`src/rtl/core/wsd_pkg.sv`:
```
// Types, codes and constants for the WebSocket frame deframer.
// No dependencies; imported by every module of the block.
`timescale 1ns / 1ps

package wsd_pkg;

    typedef enum logic [3:0] {
        PH_FLAGS   = 4'd0,
        PH_LEN     = 4'd1,
        PH_EXT0    = 4'd2,
        PH_EXT1    = 4'd3,
        PH_EXT2    = 4'd4,
        PH_EXT3    = 4'd5,
        PH_EXT4    = 4'd6,
        PH_EXT5    = 4'd7,
        PH_EXT6    = 4'd8,
        PH_EXT7    = 4'd9,
        PH_KEY0    = 4'd10,
        PH_KEY1    = 4'd11,
        PH_KEY2    = 4'd12,
        PH_KEY3    = 4'd13,
        PH_PAYLOAD = 4'd14
    } phase_t;

    typedef enum logic [2:0] {
        ERR_NONE       = 3'd0,
        ERR_RSV        = 3'd1,
        ERR_RSV_OPCODE = 3'd2,
        ERR_UNK_OPCODE = 3'd3,
        ERR_UNMASKED   = 3'd4,
        ERR_STRAY_CONT = 3'd5,
        ERR_DATA_FRAG  = 3'd6
    } err_code_t;

    localparam logic [3:0] OP_CONT     = 4'd0;
    localparam logic [3:0] OP_TEXT     = 4'd1;
    localparam logic [3:0] OP_BINARY   = 4'd2;
    localparam logic [3:0] OP_RSV_LO   = 4'd3;
    localparam logic [3:0] OP_RSV_HI   = 4'd7;
    localparam logic [3:0] OP_CTRL_MAX = 4'd10;

    localparam logic [6:0] LEN7_EXT16 = 7'd126;
    localparam logic [6:0] LEN7_EXT64 = 7'd127;

    typedef struct packed {
        logic [7:0] data_byte;
        logic       has_data;
        logic [3:0] frame_opcode;
        logic       fin_flag;
        logic       last_of_frame;
        logic       message_done;
        logic [3:0] message_opcode;
        logic       error_flag;
        err_code_t  error_code;
    } result_t;

endpackage

```
`src/rtl/core/websocket_frame_deframer.sv`:
```
// Top level of the WebSocket frame deframer: input register, parser, result register.
// Depends on wsd_pkg, wsd_parser and wsd_out_reg.
//
//   channel | signals                          | moves per transfer
//   --------+----------------------------------+-------------------------------
//   in      | in_valid, in_ready, in_byte      | one stream byte
//   out     | out_valid, out_ready, fields     | one payload byte, marker or error
//   cfg     | cfg_wr_en, cfg_wr_data           | server_mode, written at once
//
// One byte per cycle unless out_ready holds back a full result register.
// The rate is set by the combinational parser step between input and result registers.
// Header bytes that yield no result (no error, no empty-frame end) pass even while the result register is full.
// After an error result every further byte is taken and dropped until reset.
// rst_n clears all control state asynchronously; no clearing pass is needed.
`timescale 1ns / 1ps

module websocket_frame_deframer
    import wsd_pkg::*;
(
    input  logic       clk,
    input  logic       rst_n,
    input  logic       cfg_wr_en,
    input  logic       cfg_wr_data,
    input  logic       in_valid,
    output logic       in_ready,
    input  logic [7:0] in_byte,
    output logic       out_valid,
    input  logic       out_ready,
    output logic [7:0] data_byte,
    output logic       has_data,
    output logic [3:0] frame_opcode,
    output logic       fin_flag,
    output logic       last_of_frame,
    output logic       message_done,
    output logic [3:0] message_opcode,
    output logic       error_flag,
    output logic [2:0] error_code
);

    logic       s1_valid_reg, s1_valid_next;
    logic [7:0] s1_byte_reg;
    logic       emit;
    logic       advance;
    result_t    res_new;
    result_t    res_out;

    wsd_parser u_parser (
        .clk         (clk),
        .rst_n       (rst_n),
        .cfg_wr_en   (cfg_wr_en),
        .cfg_wr_data (cfg_wr_data),
        .step        (advance),
        .byte_in     (s1_byte_reg),
        .emit        (emit),
        .result      (res_new)
    );

    wsd_out_reg u_out_reg (
        .clk     (clk),
        .rst_n   (rst_n),
        .load    (advance && emit),
        .res_in  (res_new),
        .ready   (out_ready),
        .valid   (out_valid),
        .res_out (res_out)
    );

    assign advance  = s1_valid_reg && (!out_valid || out_ready || !emit);
    assign in_ready = !s1_valid_reg || advance;

    always_comb
    begin
        s1_valid_next = s1_valid_reg;
        if (in_valid && in_ready)
        begin
            s1_valid_next = 1'b1;
        end
        else if (advance)
        begin
            s1_valid_next = 1'b0;
        end
    end

    always_ff @(posedge clk or negedge rst_n)
    begin
        if (!rst_n)
        begin
            s1_valid_reg <= 1'b0;
        end
        else
        begin
            s1_valid_reg <= s1_valid_next;
        end
    end

    always_ff @(posedge clk)
    begin
        if (in_valid && in_ready)
        begin
            s1_byte_reg <= in_byte;
        end
    end

    assign data_byte      = res_out.data_byte;
    assign has_data       = res_out.has_data;
    assign frame_opcode   = res_out.frame_opcode;
    assign fin_flag       = res_out.fin_flag;
    assign last_of_frame  = res_out.last_of_frame;
    assign message_done   = res_out.message_done;
    assign message_opcode = res_out.message_opcode;
    assign error_flag     = res_out.error_flag;
    assign error_code     = res_out.error_code;

`ifndef SYNTHESIS
    a_err_clean: assert property (@(posedge clk) disable iff (!rst_n)
        (out_valid && error_flag) |-> (!has_data && !last_of_frame && !message_done))
        else $error("error result carries data or frame markers");

    a_done_last: assert property (@(posedge clk) disable iff (!rst_n)
        (out_valid && message_done) |-> last_of_frame)
        else $error("message end without frame end");

    a_silent_after_err: assert property (@(posedge clk) disable iff (!rst_n)
        (out_valid && out_ready && error_flag) |=> !out_valid)
        else $error("result after an error result");

    a_stall_holds_stage: assert property (@(posedge clk) disable iff (!rst_n)
        !in_ready |-> (s1_valid_reg && out_valid && !out_ready))
        else $error("input stalled without a full pipeline");
`endif

endmodule

```
`src/rtl/core/wsd_parser.sv`:
```
// Frame parser: header state, length, masking key and fragmentation tracking.
// Depends on wsd_pkg; one byte is processed per step pulse.
`timescale 1ns / 1ps

module wsd_parser
    import wsd_pkg::*;
(
    input  logic       clk,
    input  logic       rst_n,
    input  logic       cfg_wr_en,
    input  logic       cfg_wr_data,
    input  logic       step,
    input  logic [7:0] byte_in,
    output logic       emit,
    output result_t    result
);

    phase_t      phase_reg, phase_next;
    logic [7:0]  flags_reg, flags_next;
    logic        mask_reg, mask_next;
    logic [63:0] pay_reg, pay_next;
    logic [31:0] key_reg, key_next;
    logic [1:0]  idx_reg, idx_next;
    logic        frag_reg, frag_next;
    logic [3:0]  frag_op_reg, frag_op_next;
    logic        stop_reg, stop_next;
    logic        server_mode_reg;

    logic [3:0]  op_b;
    logic [3:0]  op;
    logic [6:0]  len7;
    logic [63:0] pay_shift;
    logic [63:0] pay_dec;
    logic [7:0]  key_byte;
    logic [7:0]  plain;
    logic        hd_go;
    logic        hd_mask;
    logic [63:0] hd_pay;
    logic        ef_go;
    logic [7:0]  ef_data;
    logic        ef_has;
    logic        err_go;
    err_code_t   err_code;
    logic        dat_go;
    logic [3:0]  msg_op;

    assign op_b      = byte_in[3:0];
    assign op        = flags_reg[3:0];
    assign len7      = byte_in[6:0];
    assign pay_shift = {pay_reg[55:0], byte_in};
    assign pay_dec   = pay_reg - 64'd1;
    assign key_byte  = mask_reg ? 8'(key_reg >> {~idx_reg, 3'b000}) : 8'h00;
    assign plain     = byte_in ^ key_byte;

    always_comb
    begin
        if ((op == OP_TEXT) || (op == OP_BINARY))
        begin
            msg_op = op;
        end
        else if (op == OP_CONT)
        begin
            msg_op = frag_op_reg;
        end
        else
        begin
            msg_op = 4'd0;
        end
    end

    always_comb
    begin
        phase_next   = phase_reg;
        flags_next   = flags_reg;
        mask_next    = mask_reg;
        pay_next     = pay_reg;
        key_next     = key_reg;
        idx_next     = idx_reg;
        frag_next    = frag_reg;
        frag_op_next = frag_op_reg;
        stop_next    = stop_reg;
        hd_go        = 1'b0;
        hd_mask      = mask_reg;
        hd_pay       = pay_reg;
        ef_go        = 1'b0;
        ef_data      = 8'h00;
        ef_has       = 1'b0;
        err_go       = 1'b0;
        err_code     = ERR_NONE;
        dat_go       = 1'b0;

        case (phase_reg)
            PH_FLAGS:
            begin
                flags_next = byte_in;
                if (byte_in[6:4] != 3'd0)
                begin
                    err_go   = 1'b1;
                    err_code = ERR_RSV;
                end
                else if (op_b inside {[OP_RSV_LO:OP_RSV_HI]})
                begin
                    err_go   = 1'b1;
                    err_code = ERR_RSV_OPCODE;
                end
                else if (op_b > OP_CTRL_MAX)
                begin
                    err_go   = 1'b1;
                    err_code = ERR_UNK_OPCODE;
                end
                else
                begin
                    phase_next = PH_LEN;
                end
            end
            PH_LEN:
            begin
                mask_next = byte_in[7];
                if (server_mode_reg && !byte_in[7])
                begin
                    err_go   = 1'b1;
                    err_code = ERR_UNMASKED;
                end
                else if ((op == OP_CONT) && !frag_reg)
                begin
                    err_go   = 1'b1;
                    err_code = ERR_STRAY_CONT;
                end
                else if (((op == OP_TEXT) || (op == OP_BINARY)) && frag_reg)
                begin
                    err_go   = 1'b1;
                    err_code = ERR_DATA_FRAG;
                end
                else
                begin
                    key_next = 32'd0;
                    if (len7 == LEN7_EXT16)
                    begin
                        pay_next   = 64'd0;
                        phase_next = PH_EXT6;
                    end
                    else if (len7 == LEN7_EXT64)
                    begin
                        pay_next   = 64'd0;
                        phase_next = PH_EXT0;
                    end
                    else
                    begin
                        pay_next = {57'd0, len7};
                        hd_go    = 1'b1;
                        hd_mask  = byte_in[7];
                        hd_pay   = {57'd0, len7};
                    end
                end
            end
            PH_EXT0, PH_EXT1, PH_EXT2, PH_EXT3, PH_EXT4, PH_EXT5, PH_EXT6, PH_EXT7:
            begin
                pay_next = pay_shift;
                if (phase_reg == PH_EXT7)
                begin
                    hd_go  = 1'b1;
                    hd_pay = pay_shift;
                end
                else
                begin
                    phase_next = phase_t'(phase_reg + 4'd1);
                end
            end
            PH_KEY0, PH_KEY1, PH_KEY2, PH_KEY3:
            begin
                key_next = {key_reg[23:0], byte_in};
                if (phase_reg == PH_KEY3)
                begin
                    idx_next = 2'd0;
                    if (pay_reg == 64'd0)
                    begin
                        ef_go = 1'b1;
                    end
                    else
                    begin
                        phase_next = PH_PAYLOAD;
                    end
                end
                else
                begin
                    phase_next = phase_t'(phase_reg + 4'd1);
                end
            end
            PH_PAYLOAD:
            begin
                idx_next = idx_reg + 2'd1;
                pay_next = pay_dec;
                if (pay_dec == 64'd0)
                begin
                    ef_go   = 1'b1;
                    ef_data = plain;
                    ef_has  = 1'b1;
                end
                else
                begin
                    dat_go = 1'b1;
                end
            end
            default:
            begin
                phase_next = PH_FLAGS;
            end
        endcase

        if (hd_go)
        begin
            if (hd_mask)
            begin
                phase_next = PH_KEY0;
            end
            else
            begin
                idx_next = 2'd0;
                if (hd_pay == 64'd0)
                begin
                    ef_go = 1'b1;
                end
                else
                begin
                    phase_next = PH_PAYLOAD;
                end
            end
        end

        if (ef_go)
        begin
            phase_next = PH_FLAGS;
            if ((op == OP_CONT) && flags_reg[7])
            begin
                frag_next    = 1'b0;
                frag_op_next = 4'd0;
            end
            else if (((op == OP_TEXT) || (op == OP_BINARY)) && !flags_reg[7])
            begin
                frag_next    = 1'b1;
                frag_op_next = op;
            end
        end

        if (err_go)
        begin
            stop_next = 1'b1;
        end
    end

    always_comb
    begin
        result                = '0;
        result.frame_opcode   = flags_next[3:0];
        result.fin_flag       = flags_next[7];
        result.error_code     = ERR_NONE;
        if (err_go)
        begin
            result.error_flag = 1'b1;
            result.error_code = err_code;
        end
        else if (ef_go)
        begin
            result.data_byte      = ef_data;
            result.has_data       = ef_has;
            result.last_of_frame  = 1'b1;
            result.message_done   = (op <= OP_BINARY) && flags_reg[7];
            result.message_opcode = msg_op;
        end
        else if (dat_go)
        begin
            result.data_byte      = plain;
            result.has_data       = 1'b1;
            result.message_opcode = msg_op;
        end
    end

    assign emit = !stop_reg && (err_go || ef_go || dat_go);

    always_ff @(posedge clk or negedge rst_n)
    begin
        if (!rst_n)
        begin
            server_mode_reg <= 1'b0;
        end
        else if (cfg_wr_en)
        begin
            server_mode_reg <= cfg_wr_data;
        end
    end

    always_ff @(posedge clk or negedge rst_n)
    begin
        if (!rst_n)
        begin
            phase_reg   <= PH_FLAGS;
            flags_reg   <= 8'd0;
            mask_reg    <= 1'b0;
            pay_reg     <= 64'd0;
            key_reg     <= 32'd0;
            idx_reg     <= 2'd0;
            frag_reg    <= 1'b0;
            frag_op_reg <= 4'd0;
            stop_reg    <= 1'b0;
        end
        else if (step && !stop_reg)
        begin
            phase_reg   <= phase_next;
            flags_reg   <= flags_next;
            mask_reg    <= mask_next;
            pay_reg     <= pay_next;
            key_reg     <= key_next;
            idx_reg     <= idx_next;
            frag_reg    <= frag_next;
            frag_op_reg <= frag_op_next;
            stop_reg    <= stop_next;
        end
    end

endmodule

```
`src/rtl/core/wsd_out_reg.sv`:
```
// Result register: holds one result until the downstream transfer.
// Depends on wsd_pkg for the result struct.
`timescale 1ns / 1ps

module wsd_out_reg
    import wsd_pkg::*;
(
    input  logic    clk,
    input  logic    rst_n,
    input  logic    load,
    input  result_t res_in,
    input  logic    ready,
    output logic    valid,
    output result_t res_out
);

    logic    valid_reg, valid_next;
    result_t res_reg;

    always_comb
    begin
        valid_next = valid_reg;
        if (load)
        begin
            valid_next = 1'b1;
        end
        else if (ready)
        begin
            valid_next = 1'b0;
        end
    end

    always_ff @(posedge clk or negedge rst_n)
    begin
        if (!rst_n)
        begin
            valid_reg <= 1'b0;
        end
        else
        begin
            valid_reg <= valid_next;
        end
    end

    always_ff @(posedge clk)
    begin
        if (load)
        begin
            res_reg <= res_in;
        end
    end

    assign valid   = valid_reg;
    assign res_out = res_reg;

endmodule
```
`config.mk`:
```
export PLATFORM = sky130hd
export DESIGN_NAME = websocket_frame_deframer
export DESIGN_NICKNAME = d
export VERILOG_FILES = /design/src/rtl/core/wsd_pkg.sv /design/src/rtl/core/websocket_frame_deframer.sv /design/src/rtl/core/wsd_parser.sv /design/src/rtl/core/wsd_out_reg.sv
export SDC_FILE = /design/constraint.sdc
export NUM_CORES = 1
export LEC_CHECK = 0
export BUFFER_PORTS_ARGS = -buffer_cell sky130_fd_sc_hd__buf_2
export CAP_MARGIN = 20
export CELL_PAD_IN_SITES_DETAIL_PLACEMENT = 2
export CELL_PAD_IN_SITES_GLOBAL_PLACEMENT = 2
export CORE_MARGIN = 2
export CORE_UTILIZATION = 35
export DETAILED_ROUTE_END_ITERATION = 8
export PLACE_DENSITY_LB_ADDON = 0.1
export SLEW_MARGIN = 5
export SYNTH_ARGS = -nofsm -noshare
export SYNTH_HDL_FRONTEND = slang
export SYNTH_SLANG_ARGS = --single-unit
```
`constraint.sdc`:
```
create_clock -name clk -period 4.3 [get_ports clk]
set_input_delay 0.86 -clock clk [delete_from_list [all_inputs] [get_ports clk]]
set_output_delay 0.86 -clock clk [all_outputs]
set_load 0.005 [all_outputs]
```
Word-level counts from Yosys, hierarchy flattened. Index checks and enable logic that the tools add are counted. Widths: inputs -> output; s select.

Add/subtract/negate cells: 3. Multipliers: 0. Div/mod/pow operators: 0. $lt $le $gt $ge: 4. Eq/ne operators: 21. Shifts and indexed selects: 1. Mux-type cells: 94. Bitwise operators: 3. Reductions and logical operators: 45.

Operator list (count): $mux 64 (10); $logic_not 64->1 (3); $pmux 64 s3 (1); $pmux 64 s2 (1); $mux 32 (3); $mux 4 (22); $pmux 32 s2 (1); $sub 64x1->64 const B (1); $mux 1 (33); $mux 8 (4); $shr 32x5->8 (1); $eq 4x4->1 const B (7); $pmux 4 s5 (1); $mux 9 (2); $eq 4x3->1 const B (4); $mux 3 (5); $eq 7x7->1 const B (2); $eq 4x2->1 const B (3); $logic_and 1x1->1 (12); $mux 2 (5); $reduce_and 5->1 (2); $eq 4x1->1 const B (2); $logic_not 4->1 (2); $reduce_bool 2->1 (4); other kinds (22) (40).

Register bits: 152. Latch bits: 0. RAM bits: 0. ROM bits: 0. Bits of input ports: 14. Memories: 0.

Longest topological paths before layout.
Depth after elaboration: 20. Depth in mapped cells: 15. Gate-level depth less buffers: 12.

By module. From an unflattened synthesis, not the netlist that was laid out.

Cell total of the unflattened synthesis: 1205. Area, all modules: 10043.4 sq um.

By module, submodules not included: wsd_parser (instances 1, cells each 1162, area each 8963.6 sq um, seq. area each 2877.8 sq um); wsd_out_reg (instances 1, cells each 27, area each 757.0 sq um, seq. area each 745.7 sq um); websocket_frame_deframer (instances 1, cells each 16, area each 322.8 sq um, seq. area each 265.3 sq um).

Least setup slack after synthesis. No wires, ideal clock.

Path type: register to register. From: register u_parser.phase_reg[0]. To: register u_out_reg.res_reg (netlist bit u_out_reg.res_out[0]) (enable). Data arrival time: 3.794 ns. Required time: 3.891 ns. Path slack: 0.097 ns. Stages on the path, launching flop included: 12. Clock period less this slack: 4.203 ns. Cell sequence: dfrtp_1 inv_1 ha_1 o21ai_0 a21oi_1 or2_2 clkbuf_1 o21ai_0 a211o_1 nor4_1 or2_2 nor2b_1.

Cells in the longest elaborated chain, start to end: 14. Elaborated cells on any way between the ends: 37. Classes of those cells: eq/ne (14); mux (12); reduce/logical (11).

RTL lines: from (decl) (line wsd_parser.sv:18) `phase_t phase_reg, phase_next;`; from (signal assigned) (line wsd_parser.sv:308) `phase_reg <= phase_next;`; $eq 4x2->1, or another cell as far along (line wsd_parser.sv:92) `case (phase_reg)`; $reduce_or 8->1 / $mux 64 (equally long branches) (line wsd_parser.sv:92, wsd_parser.sv:159); $pmux 64 s2 (line wsd_parser.sv:92); $logic_not 64->1 (line wsd_parser.sv:219) `if (hd_pay == 64'd0)`; $mux 1 (line wsd_parser.sv:219); $mux 1 (line wsd_parser.sv:212) `if (hd_mask)`; $mux 1 (line wsd_parser.sv:210) `if (hd_go)`; $logic_or 1x1->1 (line wsd_parser.sv:278) `assign emit = !stop_reg && (err_go || ef_go || dat_go);`; $logic_or 1x1->1 * (line wsd_parser.sv:278); $logic_and 1x1->1 * (line wsd_parser.sv:278); $logic_not 1->1 (line websocket_frame_deframer.sv:68) `assign advance = s1_valid_reg && (!out_valid || out_ready || !emit);`; $logic_or 1x1->1 (line websocket_frame_deframer.sv:68); $logic_and 1x1->1 (line websocket_frame_deframer.sv:68); $logic_and 1x1->1 * (line websocket_frame_deframer.sv:61) `.load (advance && emit),`; net u_out_reg.load (line wsd_out_reg.sv:10) `input logic load,`; to (signal assigned) (line wsd_out_reg.sv:49) `res_reg <= res_in;`; to (decl) (line wsd_out_reg.sv:18) `result_t res_reg;`.

Mark *: on every way through the listed nets, which the timed path passes. The rest lies on a longest branch. A chain may end at the register's enable or synchronous reset.

Final worst setup path.
From: register u_parser.pay_reg[6]. To: register u_parser.frag_op_reg[0].

Cells in the longest elaborated chain, start to end: 18. Elaborated cells on any way between the ends: 28. Classes of those cells: add/sub (1); mux (16); reduce/logical (11).

RTL lines: from (decl) (line wsd_parser.sv:21) `logic [63:0] pay_reg, pay_next;`; from (signal assigned) (line wsd_parser.sv:311) `pay_reg <= pay_next;`; parallel branches: the longest is 17 deep, another holds $sub 64x1->64; $reduce_and 3->1 (no source line) *; to (signal assigned) (line wsd_parser.sv:315) `frag_op_reg <= frag_op_next;`; to (decl) (line wsd_parser.sv:25) `logic [3:0] frag_op_reg, frag_op_next;`.

Every way passes the cells marked *.

==> impl_results.md <==
- CP max-delay cell: nor4_1
- #FFs+latches synth: 149
- Hold Path Class: in2async
- DRT Wirelength: 41,500 um
- Final nets: 1,229
- FF-to-FF Start: u_parser.pay_reg[6]$_DFFE_PN0P_
- WP data required: 4.64 ns
- Top cells by area, synth: dfrtp_1 (30%), edfxtp_1 (9.9%), o21ai_0 (5.9%)
- Register area share after synthesis: 40.1%
- Layout fillers: 3,005
- CTS buffer count: 17
- Total negative slack: 0 ns
- Buffers & Inverters on Critical Path: 2
- Post-synth EDFFs: 32
- CTS max path bufs: 2
- Reg area: 0.00389 mm2
- Commonest cells post-synth: nor2_1 (133), dfrtp_1 (117), o21ai_0 (114)
- Final period util: 98.4%
- Hold_ws: 0.455 ns
- Worst path most repeated cell: nand4_1
- Root buf cell: clkbuf_16
- Vias in the first global route: 10.3k
- Hold Fails Final Rpt: 0
- Layout cells sized above 1: 20.9%
- Tot Pwr: 0.00827 W
- CP endpoint: u_parser.frag_op_reg[0]$_DFFE_PN0P_
- CP Depth: 12
- Core area: 0.0271 mm2
- Total track usage: 29.6%
- FF-to-FF End: u_parser.frag_op_reg[0]$_DFFE_PN0P_
- DR vias: 9,910
- Most common cell in the netlist: nor2_1
- Critical-path maximum fanout: 13
- Post-route ant nets: 0
- Worst skew pair latency: 0.45 ns
- Cell Rows: 60
- Worst Path Arrival: 4.57 ns
- Via density: 6.22
- Mean Syn Cell Area: 8.49 um2
- Leak Pwr: 4.83 nW
- Ant diodes: 0
- CP top delay family: simple AND/OR/NAND/NOR gates
- Setup violations, final: 0
- Mapped cell area: 0.00969 mm2
- # hold bufs at CTS: 0
- Initial Util: 35.8%
- IO buf count: 39
- Area added between synthesis and finish: 19.5%
- Synthesized Nets: 1,163
- Max reg flops: 64
- Max_cap viols: 0
- H-tree Lvls: 4
- Reg-to-reg slack, setup: 0.07 ns
- Pre-antenna DRT Iters: 5
- Crit path cell chain: buf_4, nor4_1, nand4_1, buf_4, nor4_2, xnor2_1, nand4_1, nor4b_2, nand4_1, nor3_2, o2111ai_4, mux2_4
- Initial antenna violation count: 0
- Final setup skew: 0.0140 ns
- Die width: 170 um
- CTS clock-pin slew for the worst setup and hold paths: 0.08 ns
- Yosys top cell area share: 30.2%
- First-iteration detailed-routing DRC count: 936
- Mapped Cells: 1,142
- CTS tree: yes
- Die height: 170 um
- GPL Wtd Cong: 0.870
- Async set-reset flop share out of synthesis: 78.5%
- R2R cell count: 12
- Synth warn: 0
- Power Density: 714 mW/mm2
- Crit Path Class: reg2reg
- CP Launch Type: flip-flop
- Area taken by multi-input logic gates: 0.00547 mm2
- Synth Flop Type: dfrtp_1
- Worst VDD drop: 0.000355 V
- Min Clock Period, post-route: 4.23 ns
- Outcome: finished clean
- Clk sinks: 149
- Post-DP HPWL: 29,000 um
- Global route total overflow: 0
- DRC violations left: 0
- WL/cell: 26.0 um
- Global-route wire length before repair: 64,800 um
- Synth area leader: dfrtp_1
- Critical Path End Type: flip-flop
- Worst Setup SP: u_parser.pay_reg[6]$_DFFE_PN0P_
- Unique masters post-synth: 74
- FMAX: 0.236 GHz
- Largest net degree at the start of global routing: 64
- Worst slew margin: 40.4%
- Ports: 40
- Worst Tran Pin Value: 0.887 ns
- Slew Viols, Final: 0
- Area of the die: 0.0290 mm2
- CP max stage delay: 0.50 ns
-- area by class of cell --
type,instances,area share (%)
Multi-Input combinational cell,869,47.2
Timing Repair Buffer,150,9.12
Clock inverter,15,1.67
Tap cell,372,4.02
Inverter,21,0.680
Clock buffer,17,3.67
Sequential cell,149,33.6
-- worst min-delay path by stage --
stage | startpoint | end | slack [ns] | depth (start not counted)
after floorplan | u_parser.frag_op_reg[2]$_DFFE_PN0P_ | u_parser.frag_op_reg[2]$_DFFE_PN0P_ | 0.45 | 1
after global placement | u_parser.frag_op_reg[2]$_DFFE_PN0P_ | u_parser.frag_op_reg[2]$_DFFE_PN0P_ | 0.47 | 1
after detailed placement | u_parser.frag_op_reg[2]$_DFFE_PN0P_ | u_parser.frag_op_reg[2]$_DFFE_PN0P_ | 0.47 | 1
after CTS | rst_n | u_parser.key_reg[19]$_DFFE_PN0P_ | 0.47 | 1
after global routing | rst_n | u_parser.key_reg[19]$_DFFE_PN0P_ | 0.50 | 1
final | rst_n | u_parser.key_reg[11]$_DFFE_PN0P_ | 0.46 | 1
-- per-stage QoR --
| step | util, % | setup WS [ns] | instances | instance area, um2 |
|---|---|---|---|---|
| after detailed placement | 39.7 | -0.0547 | 1555 | 10800 |
| after global routing | 42.7 | -0.0139 | 1593 | 11600 |
| after floorplan | - | 0.0972 | 1142 | 9690 |
| final | 42.7 | 0.0686 | 1593 | 11600 |
| after global placement | 39.7 | 0.208 | 1555 | 10800 |
| after CTS | 42.3 | 0.00343 | 1589 | 11500 |
-- timing repair --
| item | CTS | global route |
|---|---|---|
| endpoints found under the setup margin | 3 | 18 |
| buffers inserted | 2 | 4 |
| pin swaps | 2 | 3 |
| resized for setup | 13 | 16 |
-- layout by cell type, fill, tap and decap left out, drive strengths merged, types with 6 or more instances in the layout --
cell type	netlist	routed
nor4	65	65
nand3	24	24
inv	21	29
a32oi	10	10
nor2b	7	7
ha	7	7
or2	8	8
o21ai	119	119
o32ai	6	6
o31ai	7	7
clkbuf	83	17
xor2	24	24
nand2b	7	7
or3	17	17
nand3b	6	6
clkinv	0	7
nor4b	7	7
a31oi	9	9
a21oi	51	51
xnor2	19	19
nor2	133	133
or4	18	18
buf	20	150
nor3	51	51
o22ai	10	10
mux4	8	8
nand2	110	110
edfxtp	32	32
dfrtp	117	117
a22o	36	36
nand4	24	24
a22oi	27	27
-- where the power goes --
part           total, W  switching (W)  leakage [nW]  internal [W]
combinational   0.00450        0.00288          2.64       0.00161
clock           0.00159       0.000796         0.302      0.000797
sequential      0.00218       0.000480          1.89       0.00170
total           0.00827        0.00416          4.83       0.00412
-- logic make-up after synthesis --
| group | count (synthesis) | share of synthesized area [%] |
|---|---|---|
| AND/OR/NAND/NOR | 502 | 27.1 |
| AO/OA/AOI/OAI | 302 | 20.1 |
| flip-flops | 149 | 40.1 |
| buffers and inverters | 124 | 5.20 |
| XOR/XNOR | 43 | 3.89 |
| multiplexers | 15 | 2.76 |
| adder cells (fa/ha/maj) | 7 | 0.904 |
-- per-layer routing --
| layer | GRT usage [%] | vias up | part of all wire, % |
|---|---|---|---|
| met4 | 8.14 | 0 | 2.2 |
| met3 | 3.28 | 65 | 3.9 |
| met1 | 42.8 | 5212 | 47 |
| met5 | 0 | - | 0 |
| li1 | - | 4377 | - |
| met2 | 47.0 | 256 | 47 |
Power figures use the tool's default switching activity.
